[config.mk]
export PLATFORM = sky130hd
export DESIGN_NAME = valve_command_frame_exchange
export DESIGN_NICKNAME = d
export VERILOG_FILES = /design/src/rtl/vcfe_pkg.sv /design/src/rtl/vcfe_core.sv /design/src/rtl/vcfe_out.sv /design/src/rtl/valve_command_frame_exchange.sv
export SDC_FILE = /design/constraint.sdc
export NUM_CORES = 1
export LEC_CHECK = 0
export ABC_AREA = 1
export BUFFER_PORTS_ARGS = -buffer_cell sky130_fd_sc_hd__buf_2
export CORE_MARGIN = 4
export CORE_UTILIZATION = 60
export CTS_BUF_LIST = sky130_fd_sc_hd__clkbuf_4
export DETAILED_ROUTE_END_ITERATION = 6
export PLACE_DENSITY = 0.82
export SYNTH_ARGS = -nofsm -noshare
export SYNTH_HDL_FRONTEND = slang
export SYNTH_HIERARCHICAL = 1
export SYNTH_SLANG_ARGS = --single-unit
[constraint.sdc]
create_clock -name clk -period 4.15 [get_ports clk]
set_input_delay 1.245 -clock clk [delete_from_list [all_inputs] [get_ports clk]]
set_output_delay 1.245 -clock clk [all_outputs]
set_load 0.005 [all_outputs]
[src/rtl/vcfe_pkg.sv]
`timescale 1ns / 1ps
`default_nettype none

package vcfe_pkg;

    localparam int FRAME_BYTES = 8;
    localparam int BYTE_W      = 8;
    localparam int IDX_W       = $clog2(FRAME_BYTES);
    localparam int CNT_W       = $clog2(FRAME_BYTES + 1);
    localparam int TIMER_W     = 16;

    localparam logic [BYTE_W-1:0] BYTE_MASK = 8'hFF;

    // Operation codes of a command transaction
    localparam logic [1:0] OP_SEND = 2'd0;
    localparam logic [1:0] OP_BYTE = 2'd1;
    localparam logic [1:0] OP_TICK = 2'd2;

    // Reply status codes
    localparam logic [1:0] ST_OK      = 2'd0;
    localparam logic [1:0] ST_BAD     = 2'd1;
    localparam logic [1:0] ST_TIMEOUT = 2'd2;

    // Configuration register indexes
    localparam logic [1:0] REG_DEVICE_ADDRESS = 2'd0;
    localparam logic [1:0] REG_START_MARK     = 2'd1;
    localparam logic [1:0] REG_END_MARK       = 2'd2;

    localparam logic [BYTE_W-1:0] START_MARK_RESET = 8'd204;
    localparam logic [BYTE_W-1:0] END_MARK_RESET   = 8'd221;

    typedef enum logic [1:0] {
        PH_IDLE    = 2'd0,
        PH_HUNT    = 2'd1,
        PH_COLLECT = 2'd2
    } phase_t;

    typedef struct packed {
        logic [1:0]         operation;
        logic [BYTE_W-1:0]  command_code;
        logic [BYTE_W-1:0]  param_low;
        logic [BYTE_W-1:0]  param_high;
        logic [TIMER_W-1:0] timeout_ms;
        logic [BYTE_W-1:0]  rx_byte;
    } cmd_t;

    typedef struct packed {
        logic              tx_valid;
        logic [BYTE_W-1:0] tx_data;
        logic              last;
        logic              reply_done;
        logic [1:0]        reply_status;
        logic [BYTE_W-1:0] reply_address;
        logic [BYTE_W-1:0] reply_function;
        logic [BYTE_W-1:0] reply_param_low;
        logic [BYTE_W-1:0] reply_param_high;
    } rsp_t;

    // Work handed from the exchange core to the result stage
    typedef struct packed {
        logic                               frame;
        logic                               reply;
        logic [FRAME_BYTES-1:0][BYTE_W-1:0] frame_bytes;
        logic [1:0]                         status;
        logic [BYTE_W-1:0]                  address;
        logic [BYTE_W-1:0]                  function_code;
        logic [BYTE_W-1:0]                  param_low;
        logic [BYTE_W-1:0]                  param_high;
    } load_t;

endpackage

`default_nettype wire

[src/rtl/vcfe_core.sv]
`timescale 1ns / 1ps
`default_nettype none

module vcfe_core (
    input  wire logic           clk,
    input  wire logic           rst_n,
    input  wire logic           accept,
    input  wire vcfe_pkg::cmd_t cmd,
    input  wire logic           cfg_we,
    input  wire logic [1:0]     cfg_index,
    input  wire logic [7:0]     cfg_data,
    output vcfe_pkg::load_t     load
);

    logic [vcfe_pkg::BYTE_W-1:0]  device_address_reg;
    logic [vcfe_pkg::BYTE_W-1:0]  start_mark_reg;
    logic [vcfe_pkg::BYTE_W-1:0]  end_mark_reg;

    vcfe_pkg::phase_t             phase_reg, phase_next;
    logic [vcfe_pkg::TIMER_W-1:0] countdown_reg, countdown_next;
    logic [vcfe_pkg::TIMER_W-1:0] saved_timeout_reg, saved_timeout_next;
    logic [vcfe_pkg::IDX_W-1:0]   byte_index_reg, byte_index_next;
    logic [15:0]                  running_sum_reg, running_sum_next;
    logic [vcfe_pkg::BYTE_W-1:0]  reply_bytes_reg [vcfe_pkg::FRAME_BYTES];

    logic                         store_we;
    logic [15:0]                  frame_sum;
    logic [15:0]                  sum_plus_byte;
    logic                         frame_good;

    // Configuration writes
    always_ff @(posedge clk or negedge rst_n)
    begin
        if (!rst_n)
        begin
            device_address_reg <= '0;
            start_mark_reg     <= vcfe_pkg::START_MARK_RESET;
            end_mark_reg       <= vcfe_pkg::END_MARK_RESET;
        end
        else if (cfg_we)
        begin
            unique case (cfg_index)
                vcfe_pkg::REG_DEVICE_ADDRESS: device_address_reg <= cfg_data;
                vcfe_pkg::REG_START_MARK:     start_mark_reg     <= cfg_data;
                vcfe_pkg::REG_END_MARK:       end_mark_reg       <= cfg_data;
                default:                      ;
            endcase
        end
    end

    // Sum of the six header bytes of an outgoing frame
    assign frame_sum = {8'd0, start_mark_reg} + {8'd0, device_address_reg}
                     + {8'd0, cmd.command_code} + {8'd0, cmd.param_low}
                     + {8'd0, cmd.param_high} + {8'd0, end_mark_reg};

    assign sum_plus_byte = running_sum_reg + {8'd0, cmd.rx_byte};

    // Final check: received sum bytes vs running sum, end mark vs register
    assign frame_good = (reply_bytes_reg[6] == running_sum_reg[7:0])
                     && (cmd.rx_byte == running_sum_reg[15:8])
                     && (reply_bytes_reg[5] == end_mark_reg);

    // Next state and result for one transaction
    always_comb
    begin
        phase_next         = phase_reg;
        countdown_next     = countdown_reg;
        saved_timeout_next = saved_timeout_reg;
        byte_index_next    = byte_index_reg;
        running_sum_next   = running_sum_reg;
        store_we           = 1'b0;

        load               = '0;
        load.frame_bytes[0] = start_mark_reg;
        load.frame_bytes[1] = device_address_reg;
        load.frame_bytes[2] = cmd.command_code;
        load.frame_bytes[3] = cmd.param_low;
        load.frame_bytes[4] = cmd.param_high;
        load.frame_bytes[5] = end_mark_reg;
        load.frame_bytes[6] = frame_sum[7:0];
        load.frame_bytes[7] = frame_sum[15:8];

        if (accept)
        begin
            unique case (cmd.operation)
                vcfe_pkg::OP_SEND:
                begin
                    load.frame         = 1'b1;
                    saved_timeout_next = cmd.timeout_ms;
                    countdown_next     = cmd.timeout_ms;
                    phase_next         = vcfe_pkg::PH_HUNT;
                    byte_index_next    = '0;
                    running_sum_next   = '0;
                end
                vcfe_pkg::OP_BYTE:
                begin
                    if (phase_reg == vcfe_pkg::PH_HUNT)
                    begin
                        if (cmd.rx_byte == start_mark_reg)
                        begin
                            running_sum_next = {8'd0, cmd.rx_byte};
                            byte_index_next  = vcfe_pkg::IDX_W'(1);
                            countdown_next   = saved_timeout_reg;
                            phase_next       = vcfe_pkg::PH_COLLECT;
                        end
                    end
                    else if (phase_reg == vcfe_pkg::PH_COLLECT)
                    begin
                        store_we       = 1'b1;
                        countdown_next = saved_timeout_reg;
                        if (byte_index_reg < vcfe_pkg::IDX_W'(6))
                        begin
                            running_sum_next = sum_plus_byte;
                        end
                        if (byte_index_reg != vcfe_pkg::IDX_W'(vcfe_pkg::FRAME_BYTES - 1))
                        begin
                            byte_index_next = byte_index_reg + vcfe_pkg::IDX_W'(1);
                        end
                        else
                        begin
                            load.reply      = 1'b1;
                            load.status     = frame_good ? vcfe_pkg::ST_OK : vcfe_pkg::ST_BAD;
                            load.address       = reply_bytes_reg[1];
                            load.function_code = reply_bytes_reg[2];
                            load.param_low     = reply_bytes_reg[3];
                            load.param_high    = reply_bytes_reg[4];
                            phase_next      = vcfe_pkg::PH_IDLE;
                            byte_index_next = '0;
                        end
                    end
                end
                vcfe_pkg::OP_TICK:
                begin
                    if (phase_reg != vcfe_pkg::PH_IDLE)
                    begin
                        if (countdown_reg > vcfe_pkg::TIMER_W'(1))
                        begin
                            countdown_next = countdown_reg - vcfe_pkg::TIMER_W'(1);
                        end
                        else
                        begin
                            countdown_next  = '0;
                            load.reply      = 1'b1;
                            load.status     = vcfe_pkg::ST_TIMEOUT;
                            phase_next      = vcfe_pkg::PH_IDLE;
                            byte_index_next = '0;
                        end
                    end
                end
                default: ;
            endcase
        end
    end

    // Exchange state
    always_ff @(posedge clk or negedge rst_n)
    begin
        if (!rst_n)
        begin
            phase_reg         <= vcfe_pkg::PH_IDLE;
            countdown_reg     <= '0;
            saved_timeout_reg <= '0;
            byte_index_reg    <= '0;
            running_sum_reg   <= '0;
        end
        else
        begin
            phase_reg         <= phase_next;
            countdown_reg     <= countdown_next;
            saved_timeout_reg <= saved_timeout_next;
            byte_index_reg    <= byte_index_next;
            running_sum_reg   <= running_sum_next;
        end
    end

    // Store collected reply bytes
    always_ff @(posedge clk)
    begin
        if (store_we)
        begin
            reply_bytes_reg[byte_index_reg] <= cmd.rx_byte;
        end
    end

    a_idle_hunt_index_zero: assert property (@(posedge clk) disable iff (!rst_n)
        (phase_reg != vcfe_pkg::PH_COLLECT) |-> (byte_index_reg == '0))
        else $error("byte index not cleared outside collection");

    a_collect_index_nonzero: assert property (@(posedge clk) disable iff (!rst_n)
        (phase_reg == vcfe_pkg::PH_COLLECT) |-> (byte_index_reg != '0))
        else $error("collection running with zero byte index");

    a_reply_goes_idle: assert property (@(posedge clk) disable iff (!rst_n)
        load.reply |=> (phase_reg == vcfe_pkg::PH_IDLE))
        else $error("exchange did not end after its reply");

    a_one_result_kind: assert property (@(posedge clk) disable iff (!rst_n)
        !(load.reply && load.frame))
        else $error("frame and reply raised together");

endmodule

`default_nettype wire

[src/rtl/vcfe_out.sv]
`timescale 1ns / 1ps
`default_nettype none

module vcfe_out (
    input  wire logic            clk,
    input  wire logic            rst_n,
    input  wire vcfe_pkg::load_t load,
    output logic                 can_load,
    output logic                 rsp_valid,
    input  wire logic            rsp_ready,
    output vcfe_pkg::rsp_t       rsp
);

    logic [vcfe_pkg::CNT_W-1:0]                             count_reg;
    logic                                                   reply_mode_reg;
    logic [vcfe_pkg::FRAME_BYTES-1:0][vcfe_pkg::BYTE_W-1:0] shift_reg;
    vcfe_pkg::rsp_t                                         reply_reg;
    vcfe_pkg::rsp_t                                         reply_next;
    vcfe_pkg::rsp_t                                         tx_rsp;
    logic                                                   take;

    assign rsp_valid = (count_reg != '0);
    assign take      = rsp_valid && rsp_ready;
    // Free when empty or when the final pending result leaves now
    assign can_load  = (count_reg == '0)
                    || ((count_reg == vcfe_pkg::CNT_W'(1)) && rsp_ready);

    // Build the transmit result from the head of the shift line
    always_comb
    begin
        tx_rsp          = '0;
        tx_rsp.tx_valid = 1'b1;
        tx_rsp.tx_data  = shift_reg[0];
        tx_rsp.last     = (count_reg == vcfe_pkg::CNT_W'(1));
    end

    // Build the reply result from the handed-over status and fields
    always_comb
    begin
        reply_next                  = '0;
        reply_next.last             = 1'b1;
        reply_next.reply_done       = 1'b1;
        reply_next.reply_status     = load.status;
        reply_next.reply_address    = load.address;
        reply_next.reply_function   = load.function_code;
        reply_next.reply_param_low  = load.param_low;
        reply_next.reply_param_high = load.param_high;
    end

    assign rsp = reply_mode_reg ? reply_reg : tx_rsp;

    // Pending result count and mode
    always_ff @(posedge clk or negedge rst_n)
    begin
        if (!rst_n)
        begin
            count_reg      <= '0;
            reply_mode_reg <= 1'b0;
        end
        else if (load.frame)
        begin
            count_reg      <= vcfe_pkg::CNT_W'(vcfe_pkg::FRAME_BYTES);
            reply_mode_reg <= 1'b0;
        end
        else if (load.reply)
        begin
            count_reg      <= vcfe_pkg::CNT_W'(1);
            reply_mode_reg <= 1'b1;
        end
        else if (take)
        begin
            count_reg <= count_reg - vcfe_pkg::CNT_W'(1);
        end
    end

    // Frame bytes and reply payload
    always_ff @(posedge clk)
    begin
        if (load.frame)
        begin
            shift_reg <= load.frame_bytes;
        end
        else if (take)
        begin
            shift_reg <= {vcfe_pkg::BYTE_W'(0), shift_reg[vcfe_pkg::FRAME_BYTES-1:1]};
        end

        if (load.reply)
        begin
            reply_reg <= reply_next;
        end
    end

    a_frame_fills_eight: assert property (@(posedge clk) disable iff (!rst_n)
        load.frame |=> (count_reg == vcfe_pkg::CNT_W'(vcfe_pkg::FRAME_BYTES)))
        else $error("frame load did not queue all bytes");

    a_reply_single: assert property (@(posedge clk) disable iff (!rst_n)
        reply_mode_reg |-> (count_reg <= vcfe_pkg::CNT_W'(1)))
        else $error("reply mode with more than one pending result");

    a_no_overwrite: assert property (@(posedge clk) disable iff (!rst_n)
        (load.frame || load.reply) |-> can_load)
        else $error("result stage loaded while still busy");

endmodule

`default_nettype wire

[src/rtl/valve_command_frame_exchange.sv]
`timescale 1ns / 1ps
`default_nettype none

// A send, last reply byte or timeout shows its result the cycle after acceptance.
// Throughput: one transaction per cycle while the result stage can take work; a send
// occupies the result stage for eight output transactions, a reply for one.
// Reset: asynchronous active low; clears exchange state to idle, restores the default
// address and marks, and empties the result stage. Reply byte storage is not reset.

module valve_command_frame_exchange (
    input  wire logic           clk,
    input  wire logic           rst_n,
    input  wire logic           cmd_valid,
    output logic                cmd_ready,
    input  wire vcfe_pkg::cmd_t cmd,
    output logic                rsp_valid,
    input  wire logic           rsp_ready,
    output vcfe_pkg::rsp_t      rsp,
    input  wire logic           cfg_we,
    input  wire logic [1:0]     cfg_index,
    input  wire logic [7:0]     cfg_data
);

    vcfe_pkg::load_t load;
    logic            can_load;
    logic            accept;

    assign cmd_ready = can_load;
    assign accept    = cmd_valid && cmd_ready;

    vcfe_core u_core (
        .clk       (clk),
        .rst_n     (rst_n),
        .accept    (accept),
        .cmd       (cmd),
        .cfg_we    (cfg_we),
        .cfg_index (cfg_index),
        .cfg_data  (cfg_data),
        .load      (load)
    );

    vcfe_out u_out (
        .clk       (clk),
        .rst_n     (rst_n),
        .load      (load),
        .can_load  (can_load),
        .rsp_valid (rsp_valid),
        .rsp_ready (rsp_ready),
        .rsp       (rsp)
    );

endmodule

`default_nettype wire
# [Yosys cells after proc, flatten, opt, wreduce, memory -nomap -nowiden]
# Memory sizes are Yosys's and may differ from the RTL's.
# Cells that the tools add are included.
[totals] regBits=180 ram_bits=64 output_inout_bits=47 elab_cells=135 n_memories=1
[mem_list] name="u_core.reply_bytes_reg" words=8 word_bits=8 rd=6 rd_ports_with_merged_regs=0 write_ports=1 line_no="vcfe_core.sv:24" text="logic [vcfe_pkg::BYTE_W-1:0] reply_bytes_reg [vcfe_pkg::FRAME_BYTES];"
[classes] n_addsub=9 magnitude_cmp=2 eq_ne=18 mux=54 n_bitwise=3 reduce_logical=25
[op_table] operator="$mux W16" n=9
[op_table] operator="$mux W64" n=2
[op_table] operator="$mux W34" n=3
[op_table] operator="$add A16 B8 Y16" n=5
[op_table] operator="$pmux W16 S3" n=1
[op_table] operator="$mux W45" n=1
[op_table] operator="$eq A8 B8 Y1" n=4
[op_table] operator="$pmux W16 S2" n=1
[op_table] operator="$mux W2" n=9
[op_table] operator="$mux W3" n=6
[op_table] operator="$gt A16 B1 Y1 const B" n=1
[op_table] operator="$sub A16 B1 Y16 const B" n=1
[op_table] operator="$mux W1" n=15
[op_table] operator="$mux W4" n=3
[op_table] operator="$reduce_and A5 Y1" n=2
[op_table] operator="$add A8 B8 Y9" n=1
[op_table] operator="$pmux W3 S3" n=1
[op_table] operator="$reduce_and A2 Y1" n=4
[op_table] operator="$reduce_bool A2 Y1" n=4
[op_table] operator="$reduce_and A7 Y1" n=1
[op_table] operator="$eq A2 B1 Y1 const B" n=3
[op_table] operator="$eq A2 B2 Y1 const B" n=3
[op_table] operator="$ne A3 B1 Y1 const B" n=2
[op_table] operator="$ne A3 B3 Y1 const B" n=2
[op_table] operator="19 further kinds" n=27

# [Logic depth before layout (Yosys ltp)]
# Gate-level depths: netlist of the first run.
# An unclocked memory read counts as a cell.
[depth] word_depth=9 ltp_mapped=17 ltp_nobuf=17

# [Hierarchy]
# Netlist of the first run, hierarchy kept.
[modules_own_cells] module="vcfe_core" instances=1 cells_each=1027 area_per_inst_um2=8364.3 seq_area_each_um2=3380.7
[modules_own_cells] module="vcfe_out" instances=1 cells_each=431 area_per_inst_um2=4420.5 seq_area_each_um2=3067.9
[modules_own_cells] module="valve_command_frame_exchange" instances=1 cells_each=2 area_per_inst_um2=7.5 seq_area_each_um2=0.0

# [Worst setup path before layout of the first run]
# OpenSTA, ideal clock, no wires.
[synth_timing] kind="in2reg" from="input rsp_ready" to="register u_out/count_reg[3] in the netlist's numbering" setup_ns=0.119 arrival_time_ns=4.409 setup_slack_ns=-0.379 path_stages=14 n_path_buf=1 cell_sequence="inv_1 > o21ai_0 > nand2_1 > inv_1 > clkbuf_2 > inv_1 > nor2_1 > nand3_1 > o22ai_1 > inv_1 > nand3_1 > nand2_1 > nand2_1 > nand2_1"
[synth_lines] item="start, declared" line_no="valve_command_frame_exchange.sv:17" text="input wire logic rsp_ready,"
[synth_lines] item="end signal, assigned" line_no="vcfe_out.sv:62" text="count_reg <= vcfe_pkg::CNT_W'(vcfe_pkg::FRAME_BYTES);"
[synth_lines] item="end signal, assigned" line_no="vcfe_out.sv:67" text="count_reg <= vcfe_pkg::CNT_W'(1);"
[synth_lines] item="end signal, assigned" line_no="vcfe_out.sv:72" text="count_reg <= count_reg - vcfe_pkg::CNT_W'(1);"
[synth_lines] item="end, declared" line_no="vcfe_out.sv:14" text="logic [vcfe_pkg::CNT_W-1:0] count_reg;"

==> metrics.cfg, run 1 <==
[finish]
final_cells=1908
largest_reg_flops=64
fin_area_um2=14300
nets=1715
drive_gt1_frac=0.175
area_delta_synth_final_pct=11.5

[floorplanning]
rows=53
die_area_um2=23700
dieHeight_um=154
ios=112
die_x_um=154
start_util=0.609
coreArea_um2=21000

[placed_design]
postPlaceCellArea_um2=13500
dp.cells=1801
io_buffers=111
dp.final_hpwl_um=18800
gp_congestion=0.921

[critical_path]
max_stage_delay_ns=0.53
path_cells=buf_2 -> inv_8 -> fa_1 -> inv_1 -> fa_1 -> inv_1 -> fa_1 -> inv_1 -> ha_2 -> inv_2 -> fa_2 -> o21ai_2 -> a21oi_1 -> o21bai_1 -> a21oi_1 -> nor2_1 -> nand2_1 -> inv_1
crit_arrival_ns=4.41
crit_family=adder cells
r2r_slack_ns=0.57
cp_slowest_cell=fa_1
crit_path_end_kind=flop
cp.required_ns=4.69
path_class=input pin to flop
cp_num_buf_inv=7
worstSetupStartpointType=input pin
crit_fanout=2
path_common_cell=inv_1

[power_and_ir_drop]
p_switching_mw=2.94
peakVddDrop_uv=357
sequentialPowerShare=0.405
p_comb_frac=0.359
pwr-share-clk=0.236
powerDensity_nw_per_um2=567
leakagePower_nw=7.25
p_int_mw=5.15
switching_share=0.363

[yosys]
yosysMostFrequentCell=nand2_1
syn-instance-count=1460
synth-async-reset-ratio=0.360
synth_edf_count=146
ys_seq_area_frac=0.504
synthTopCellsByArea=edfxtp_1 (34%), dfrtp_1 (14%), nand2_1 (13%), inv_1 (7.2%), fa_1 (5.2%)
ys.flop_type=edfxtp_1
ys_ff_latch=228
yosys_warnings=6
yosys.area.top_type=edfxtp_1
syn_area_um2=12800
avgSynthCellArea_um2=8.76
synth.distinct_cells=42
synthTopCellsByCount=nand2_1 (457), inv_1 (247), edfxtp_1 (146)
yosysTopAreaCellShare=0.343

[route]
drc=0
vias=9593
routed_wl_um=27000
ant_nets=0
drt-wirelength-per-cell_um=14.1
dr.pass1.iters=5
drt_iter0_markers=730
vias_per_cell=5.03

[timing]
fin_skew_ns=0.0539
fmax_mhz=259
slew-limit-headroom=0.224
slew_violations=0
worst_slew_pin_slew_ns=1.16
fin_crit_ns=3.87
rsz0062_at_grt=false
finalCritPeriodShare=0.932
hold_viol=0
setup_viol=0

[global_routing]
antenna_found_initial=1
grt_pass1_vias=9405
grt_first_pass_wirelength_um=44700
use_met3=0.0431
gr-usage-met2=0.369
top_usage_layer=met2
grtUsageTotal=0.229
gr-total-overflow=0
met1_usage=0.310
grt_max_degree=83

[outcome]
status=finished clean

[clock_network]
cts-root-buf=clkbuf_4
clock_latency_ns=0.68
cts_setup_buffers=0
cts_buffers=58
cts_max_level=2
clock_path_buffers=3
clk_pin_slew_ns=0.06
cts_tree=done
numClockSinks=228
cts_resized=0
cts_hold_buf=0

[min_path]
hold_class=flop to flop

[run]
drv_cap=0

## placed cells by master, fill, tap and decap left out, types with 24 or more instances in the layout
| cell type | Yosys | final |
|---|---|---|
| buf_2 | 22 | 110 |
| edfxtp_1 | 146 | 146 |
| nand2_1 | 457 | 456 |
| o21ai_0 | 59 | 58 |
| ha_1 | 31 | 28 |
| fa_1 | 33 | 32 |
| nand3_1 | 40 | 40 |
| nor2_1 | 113 | 113 |
| buf_4 | 33 | 24 |
| dfrtp_1 | 72 | 72 |
| a21oi_1 | 28 | 27 |
| inv_1 | 247 | 244 |
| xnor2_1 | 37 | 37 |
| clkbuf_4 | 0 | 93 |
## layout make-up
class | count | area [um2]
timing repair buffer | 137 | 791
clock inverter | 13 | 53.8
tap | 275 | 344
fill | 1607 | 6760
sequential | 228 | 6450
inverter | 254 | 963
clock buffer | 93 | 698
multi-input combinational | 907 | 4960
antenna | 1 | 2.50
## kinds of logic (layout without fill, tap and decap cells)
group,Yosys count,after routing,share of synthesized area
buf+inv,329,497,0.114
flops,228,228,0.504
xor+xnor,51,51,0.0349
compound gates,118,118,0.0487
simple gates,669,669,0.216
fa+ha+maj,64,64,0.0820
other cells,1,6,0.000293
## path summary, 6_finish.rpt
path | cells past startpoint | endpoint | startpoint
hold / removal | 2 | u_core/saved_timeout_reg[3] | u_core/saved_timeout_reg[3]
hold reg to reg | 2 | u_core/saved_timeout_reg[3] | u_core/saved_timeout_reg[3]
setup / recovery | 18 | u_out/shift_reg[58] | cmd[42]
setup reg to reg | 15 | u_out/shift_reg[58] | u_core/end_mark_reg[2]
max in group asynchronous | 1 | u_core/end_mark_reg[5] | rst_n
min in group asynchronous | 1 | u_core/running_sum_reg[0] | rst_n
## routing by layer
metal	up-vias	routed length [um]
met5	-	0
met2	354	12800
met3	58	2130
met4	0	704
li1	4780	-
met1	4401	11300
## metrics by stage
stage / total power [mW] / hold slack [ns] / worst slack, ns / TNS (ns) / util
after global placement: 6.05 / 0.468 / -0.343 / -1.33 / 0.643
after CTS: 8.13 / 0.490 / 0.321 / 0 / 0.678
after global routing: 8.71 / 0.508 / 0.137 / 0 / 0.678
after detailed placement: 6.18 / 0.474 / -0.401 / -1.77 / 0.643
final: 8.08 / 0.490 / 0.284 / 0 / 0.678
after floorplan: 5.33 / 0.453 / -0.0823 / -0.131 / -
## power groups by stage
| stage | sequential, mW | clock, mW | combinational, mW |
|---|---|---|---|
| after floorplan | 3.17 | 0 | 2.17 |
| after global placement | 3.30 | 0 | 2.75 |
| after detailed placement | 3.31 | 0 | 2.87 |
| after CTS | 3.27 | 1.95 | 2.90 |
| after global routing | 3.33 | 2.09 | 3.29 |
| final | 3.27 | 1.90 | 2.91 |
## worst register-to-register path, cell delays in order (launching register included)
cell and delay (ns):
dfstp_2 0.58, fa_1 0.46, fa_1 0.49, inv_1 0.05
fa_1 0.43, inv_1 0.07, ha_2 0.18, inv_2 0.04
fa_2 0.37, o21ai_2 0.14, a21oi_1 0.09, o21bai_1 0.22
a21oi_1 0.10, nor2_1 0.09, nand2_1 0.06, inv_1 0.08
Power figures use the tool's default switching activity.
==> inputs of run 2 (changes only) <==
Settings changed: ABC_AREA 1 to unset.
Clock period 4.15 ns to 4.33 ns, I/O delays scaled along.
==> metrics.cfg, run 2 <==
[outcome]
status=finished clean

[critical_path]
crit_fanout=2  ; unchanged
crit_path_end_kind=flop
path_class=input pin to flop
cp.required_ns=4.77  ; +0.08 ns
worstSetupStartpointType=input pin
crit_arrival_ns=4.64  ; +0.23 ns

[route]
vias_per_cell=5.53  ; +10%
routed-wl-met3_um=1800  ; -16%
drc=0  ; unchanged
dr.pass1.iters=5  ; unchanged
routed_wl_um=24500  ; -9.2%
ant_nets=0  ; unchanged
drt_iter0_markers=491  ; -33%
drt-wirelength-per-cell_um=17.0  ; +20%
met2_length_um=11600  ; -9.3%
vias=7977  ; -17%
drt-met1-wl_um=10300  ; -8.5%
top_layer_used=met5

[timing]
setup_viol=0  ; unchanged
fmax_mhz=238
rsz0062_at_grt=false
slew_violations=0  ; unchanged
fin_skew_ns=0.0632  ; +0.00928 ns
slew-limit-headroom=0.231  ; +0.00655
fin_crit_ns=4.20
worst_slew_pin_slew_ns=1.15  ; -0.00983 ns
hold_viol=0  ; unchanged
finalCritPeriodShare=0.970
layout_setup_ws_ns=0.131  ; -0.153 ns
setup_tns_ns=0  ; unchanged
whs_ns=0.487  ; -0.00263 ns

[finish]
final_common_cell=edfxtp_1
drive_gt1_frac=0.308  ; +0.133
final_cells=1443  ; -24%
final_cell_mix=edfxtp_1 (146), buf_2 (110), mux2_2 (94)
utilization=0.693  ; +0.0150
largest_reg_flops=64  ; unchanged
area_delta_synth_final_pct=12.5
fin_area_um2=13700  ; -4.1%
nets=1261  ; -26%

[yosys]
synthTopCellsByCount=edfxtp_1 (146), inv_1 (96), mux2_2 (94)
synth_edf_count=146  ; unchanged
avgSynthCellArea_um2=12.1  ; +38%
synth.distinct_cells=74  ; +76%
ys.flop_type=edfxtp_1
yosys_warnings=6  ; unchanged
synth-async-reset-ratio=0.360  ; unchanged
yosys.area.top_type=edfxtp_1
ys_ff_latch=228  ; unchanged
synthTopCellsByArea=edfxtp_1 (36%), dfrtp_1 (15%), mux2_2 (8.7%), fa_1 (5.4%), and2_1 (3.9%)
syn_area_um2=12100  ; -5.0%
ys_seq_area_frac=0.531  ; +0.0267
yosysMostFrequentCell=edfxtp_1
yosysTopAreaCellShare=0.361  ; +0.0181
syn-instance-count=1005  ; -31%

[global_routing]
grt_first_pass_wirelength_um=39800  ; -11%
grt_max_degree=83  ; unchanged
antenna_found_initial=3  ; +2
grt_pass1_vias=8006  ; -15%
gr-total-overflow=0  ; unchanged
grtUsageTotal=0.222  ; -0.00643

[floorplanning]
die_x_um=150  ; -2.4%
die_area_um2=22600  ; -4.8%
start_util=0.616  ; +0.00762
dieHeight_um=150  ; -2.4%
ios=112  ; unchanged
rows=51  ; -3.8%
coreArea_um2=19700  ; -6.2%

[placed_design]
io_buffers=111  ; unchanged
pre_cts_ws_ns=-0.521  ; -0.120 ns
postPlaceCellArea_um2=12900  ; -4.5%
gp_congestion=0.868  ; -5.7%
dp.final_hpwl_um=16800  ; -11%
dp.cells=1339  ; -26%

[clock_network]
numClockSinks=228  ; unchanged
cts-root-buf=clkbuf_4
clk_pin_slew_ns=0.07  ; about the same
cts_buffers=56  ; -3.4%
cts_tree=done
clock_path_buffers=3  ; unchanged
clock_latency_ns=0.69  ; about the same
cts_setup_buffers=0  ; unchanged
cts_max_level=2  ; unchanged

[power_and_ir_drop]
leakagePower_nw=5.56  ; -23%
powerDensity_nw_per_um2=594  ; +4.7%
peakVddDrop_uv=431  ; +21%
power_mw=8.12  ; +0.39%

[min_path]
hold_class=flop to flop

[run]
drv_cap=0  ; unchanged

-- run 2: cell types whose count changed after synthesis, sizes merged, moves of 14 or more --
cell,previous run,this run
mux2,0,94
buf,64,45
nor2,116,29
o21ai,77,53
nand3,51,13
o31ai,0,14
nand2,463,65
inv,254,97
and2,0,76
-- run 2: logic make-up after synthesis --
| family | synth area share |
|---|---|
| compound gates | 0.0791 |
| xor+xnor | 0.0303 |
| fa+ha+maj | 0.0863 |
| buf+inv | 0.0621 |
| flops | 0.531 |
| mux | 0.0888 |
| other cells | 0.000309 |
| simple gates | 0.122 |
-- run 2: area by class of cell --
type,instances,area [um2]
Clock inverter,10,70.1
Antenna cell,1,2.50
Fill cell,1370,6040
Tap cell,265,332
Inverter,97,379
Timing Repair Buffer,131,746
Sequential cell,228,6450
Multi-Input combinational cell,618,5000
Clock buffer,93,698
-- run 2: worst max-delay path: stages --
cell and delay, ns:
buf_2 0.14, inv_8 0.03, fa_1 0.53, inv_1 0.06, fa_1 0.49, inv_1 0.05
fa_1 0.42, inv_1 0.07, ha_2 0.19, inv_2 0.04, fa_2 0.36, nor2b_1 0.15
o21ai_1 0.13, a21boi_2 0.18, o21ai_1 0.11, a21boi_1 0.20, nor2_1 0.06, and2_1 0.15
-- run 2: where the power goes --
group          switching, mW  leakage, nW  internal, mW  total [mW]
Clock                  0.832        0.461          1.02        1.86
Sequential             0.313         2.32          2.80        3.11
Combinational           1.66         2.78          1.49        3.15
-- run 2: what timing repair did --
action | in CTS | in global routing
endpoints found under the setup margin | 0 | 1
hold buffers | 0 | 0
endpoints found under the hold margin | 0 | 0
resized for setup | 0 | 1
-- run 2: routing by layer --
layer / up-vias / track usage
li1: 3797 / -
met1: 3825 / 0.305
met2: 287 / 0.351
met3: 64 / 0.0482
met4: 4 / 0.0833
met5: - / 0
-- run 2: final timing paths --
path,start,to,slack (ns),cells past startpoint
min in group asynchronous,rst_n,u_core/running_sum_reg[11],0.83,1
max in group asynchronous,rst_n,u_core/device_address_reg[5],2.80,1
worst max-delay path,cmd[42],u_out/shift_reg[56],0.13,18
worst min register to register,u_core/reply_bytes_reg[4][3],u_out/reply_reg[3],0.49,1
worst min-delay path,u_core/reply_bytes_reg[4][3],u_out/reply_reg[3],0.49,1
worst max register to register,u_core/start_mark_reg[2],u_out/shift_reg[56],0.48,15
==> inputs of run 3 (changes only) <==
Settings changed: CORE_UTILIZATION 60 to 33, PLACE_DENSITY 0.82 to 0.51.
==> metrics.cfg, run 3 (synthesized netlist as in run 2, its figures left out) <==
[global_routing]
grt_pass1_vias=7873  ; -1.7%
gr-total-overflow=0  ; unchanged
grt_max_degree=65  ; -22%
antenna_found_initial=5  ; +2
grt_first_pass_wirelength_um=43500  ; +9.3%
grtUsageTotal=0.140  ; -0.0820

[clock_network]
cts_max_level=3  ; +1
cts-root-buf=clkbuf_4
cts_setup_buffers=0  ; unchanged
clock_path_buffers=3  ; unchanged
cts_buffers=66  ; +18%
cts_hold_buf=0  ; unchanged
cts_tree=done
clk_pin_slew_ns=0.06  ; about the same
clock_latency_ns=0.67  ; -0.02 ns
cts_resized=0  ; unchanged
numClockSinks=228  ; unchanged

[timing]
fmax_mhz=239  ; +0.35%
fin_skew_ns=0.0243  ; -0.0389 ns
slew_violations=0  ; unchanged
slew-limit-headroom=0.214  ; -0.0167
finalCritPeriodShare=0.966  ; -0.00341
hold_viol=0  ; unchanged
whs_ns=0.502  ; +0.0150 ns
worst_slew_pin_slew_ns=1.18  ; +0.0251 ns
rsz0062_at_grt=false
setup_viol=0  ; unchanged
fin_crit_ns=4.18  ; -0.0148 ns

[critical_path]
cp.required_ns=4.75  ; -0.02 ns
crit_arrival_ns=4.60  ; -0.04 ns
path_class=input pin to flop
worstSetupStartpointType=input pin
max_stage_delay_ns=0.54  ; about the same
crit_path_end_kind=flop
crit_fanout=2  ; unchanged
cp_slowest_cell=fa_1
path_cells=buf_2 -> inv_8 -> fa_1 -> inv_1 -> fa_1 -> inv_1 -> fa_1 -> inv_1 -> ha_2 -> inv_2 -> fa_2 -> nor2b_1 -> o21ai_1 -> a21boi_1 -> o21ai_1 -> a21boi_1 -> nor2_1 -> and2_1

[finish]
multi_input_area_um2=4990  ; about the same
final.fill_count=3570  ; +160%
final_cell_mix=edfxtp_1 (146), buf_2 (110), clkbuf_4 (99)
regArea_um2=6450  ; unchanged
final_common_cell=edfxtp_1
area_delta_synth_final_pct=16.0
utilization=0.387  ; -0.307
drive_gt1_frac=0.320  ; +0.0113
largest_reg_flops=64  ; unchanged
nets=1281  ; +1.6%

[floorplanning]
die_area_um2=40000  ; +77%
coreArea_um2=36400  ; +85%
dieHeight_um=200  ; +33%
rows=70  ; +37%
die_x_um=200  ; +33%
ios=112  ; unchanged
start_util=0.333  ; -0.283

[route]
dr.pass1.iters=5  ; unchanged
drt-wirelength-per-cell_um=16.7  ; -1.6%
drc=0  ; unchanged
ant_nets=0  ; unchanged
routed_wl_um=27800  ; +14%
vias_per_cell=4.71  ; -15%
drt_iter0_markers=415  ; -15%
vias=7843  ; -1.7%

[min_path]
hold_class=flop to flop

[placed_design]
dp.final_hpwl_um=19000  ; +14%
io_buffers=111  ; unchanged
gp_congestion=0.798  ; -8.1%

[outcome]
status=finished clean

[power_and_ir_drop]
leakagePower_nw=5.66  ; +1.8%
powerDensity_nw_per_um2=586  ; -1.2%
peakVddDrop_uv=332  ; -23%

[run]
drv_cap=0  ; unchanged

[run 3: final timing paths]
check / from / end / slack (ns) / cells after the start
max in group asynchronous: rst_n / u_core/byte_index_reg[2] / 2.87 / 2
min reg2reg: u_core/saved_timeout_reg[3] / u_core/saved_timeout_reg[3] / 0.50 / 1
min: u_core/saved_timeout_reg[3] / u_core/saved_timeout_reg[3] / 0.50 / 1
min in group asynchronous: rst_n / u_out/reply_mode_reg / 0.68 / 1
max reg2reg: u_core/start_mark_reg[2] / u_out/shift_reg[56] / 0.52 / 15
max: cmd[42] / u_out/shift_reg[56] / 0.15 / 18
[run 3: through the flow]
step | setup slack [ns] | TNS (ns) | std cells | total power [mW] | instance area, um2
after detailed placement | -0.525 | -2.53 | 1552 | 6.28 | 13200
after CTS | 0.239 | 0 | 1663 | 8.43 | 14100
after floorplan | -0.142 | -0.333 | 1009 | 5.29 | 12200
final | 0.146 | 0 | 1665 | 8.26 | 14100
after global placement | -0.499 | -2.50 | 1552 | 6.25 | 13200
after global routing | 0.00722 | 0 | 1665 | 8.96 | 14100
[run 3: worst max-delay path, delay by kind of cell]
family	cells	cell delay, ns
buffers and inverters	6	0.39
AOI/OAI and AO/OA	4	0.58
adders and majority gates	5	2.01
and+or+nand+nor	3	0.32
[run 3: area by class of cell]
type                    instances  area share
clock buffers                  99      0.0528
well taps                     468      0.0416
repair buffers                141      0.0592
multi-input cells             618       0.355
inverters                      97      0.0269
flip-flops and latches        228       0.458
diodes                          2    0.000355
clock inverters                12     0.00693
[run 3: power by group]
group	internal, mW	switching (mW)
clock	1.15	0.893
combinational	1.46	1.63
sequential	2.80	0.323
[run 3: routing by layer]
metal / global-route usage / share of wire / up-vias
met2: 0.215 / 0.46 / 186
met4: 0.0558 / 0.022 / 4
li1: - / - / 3850
met5: 0 / 0.00076 / -
met1: 0.193 / 0.47 / 3760
met3: 0.0342 / 0.050 / 43
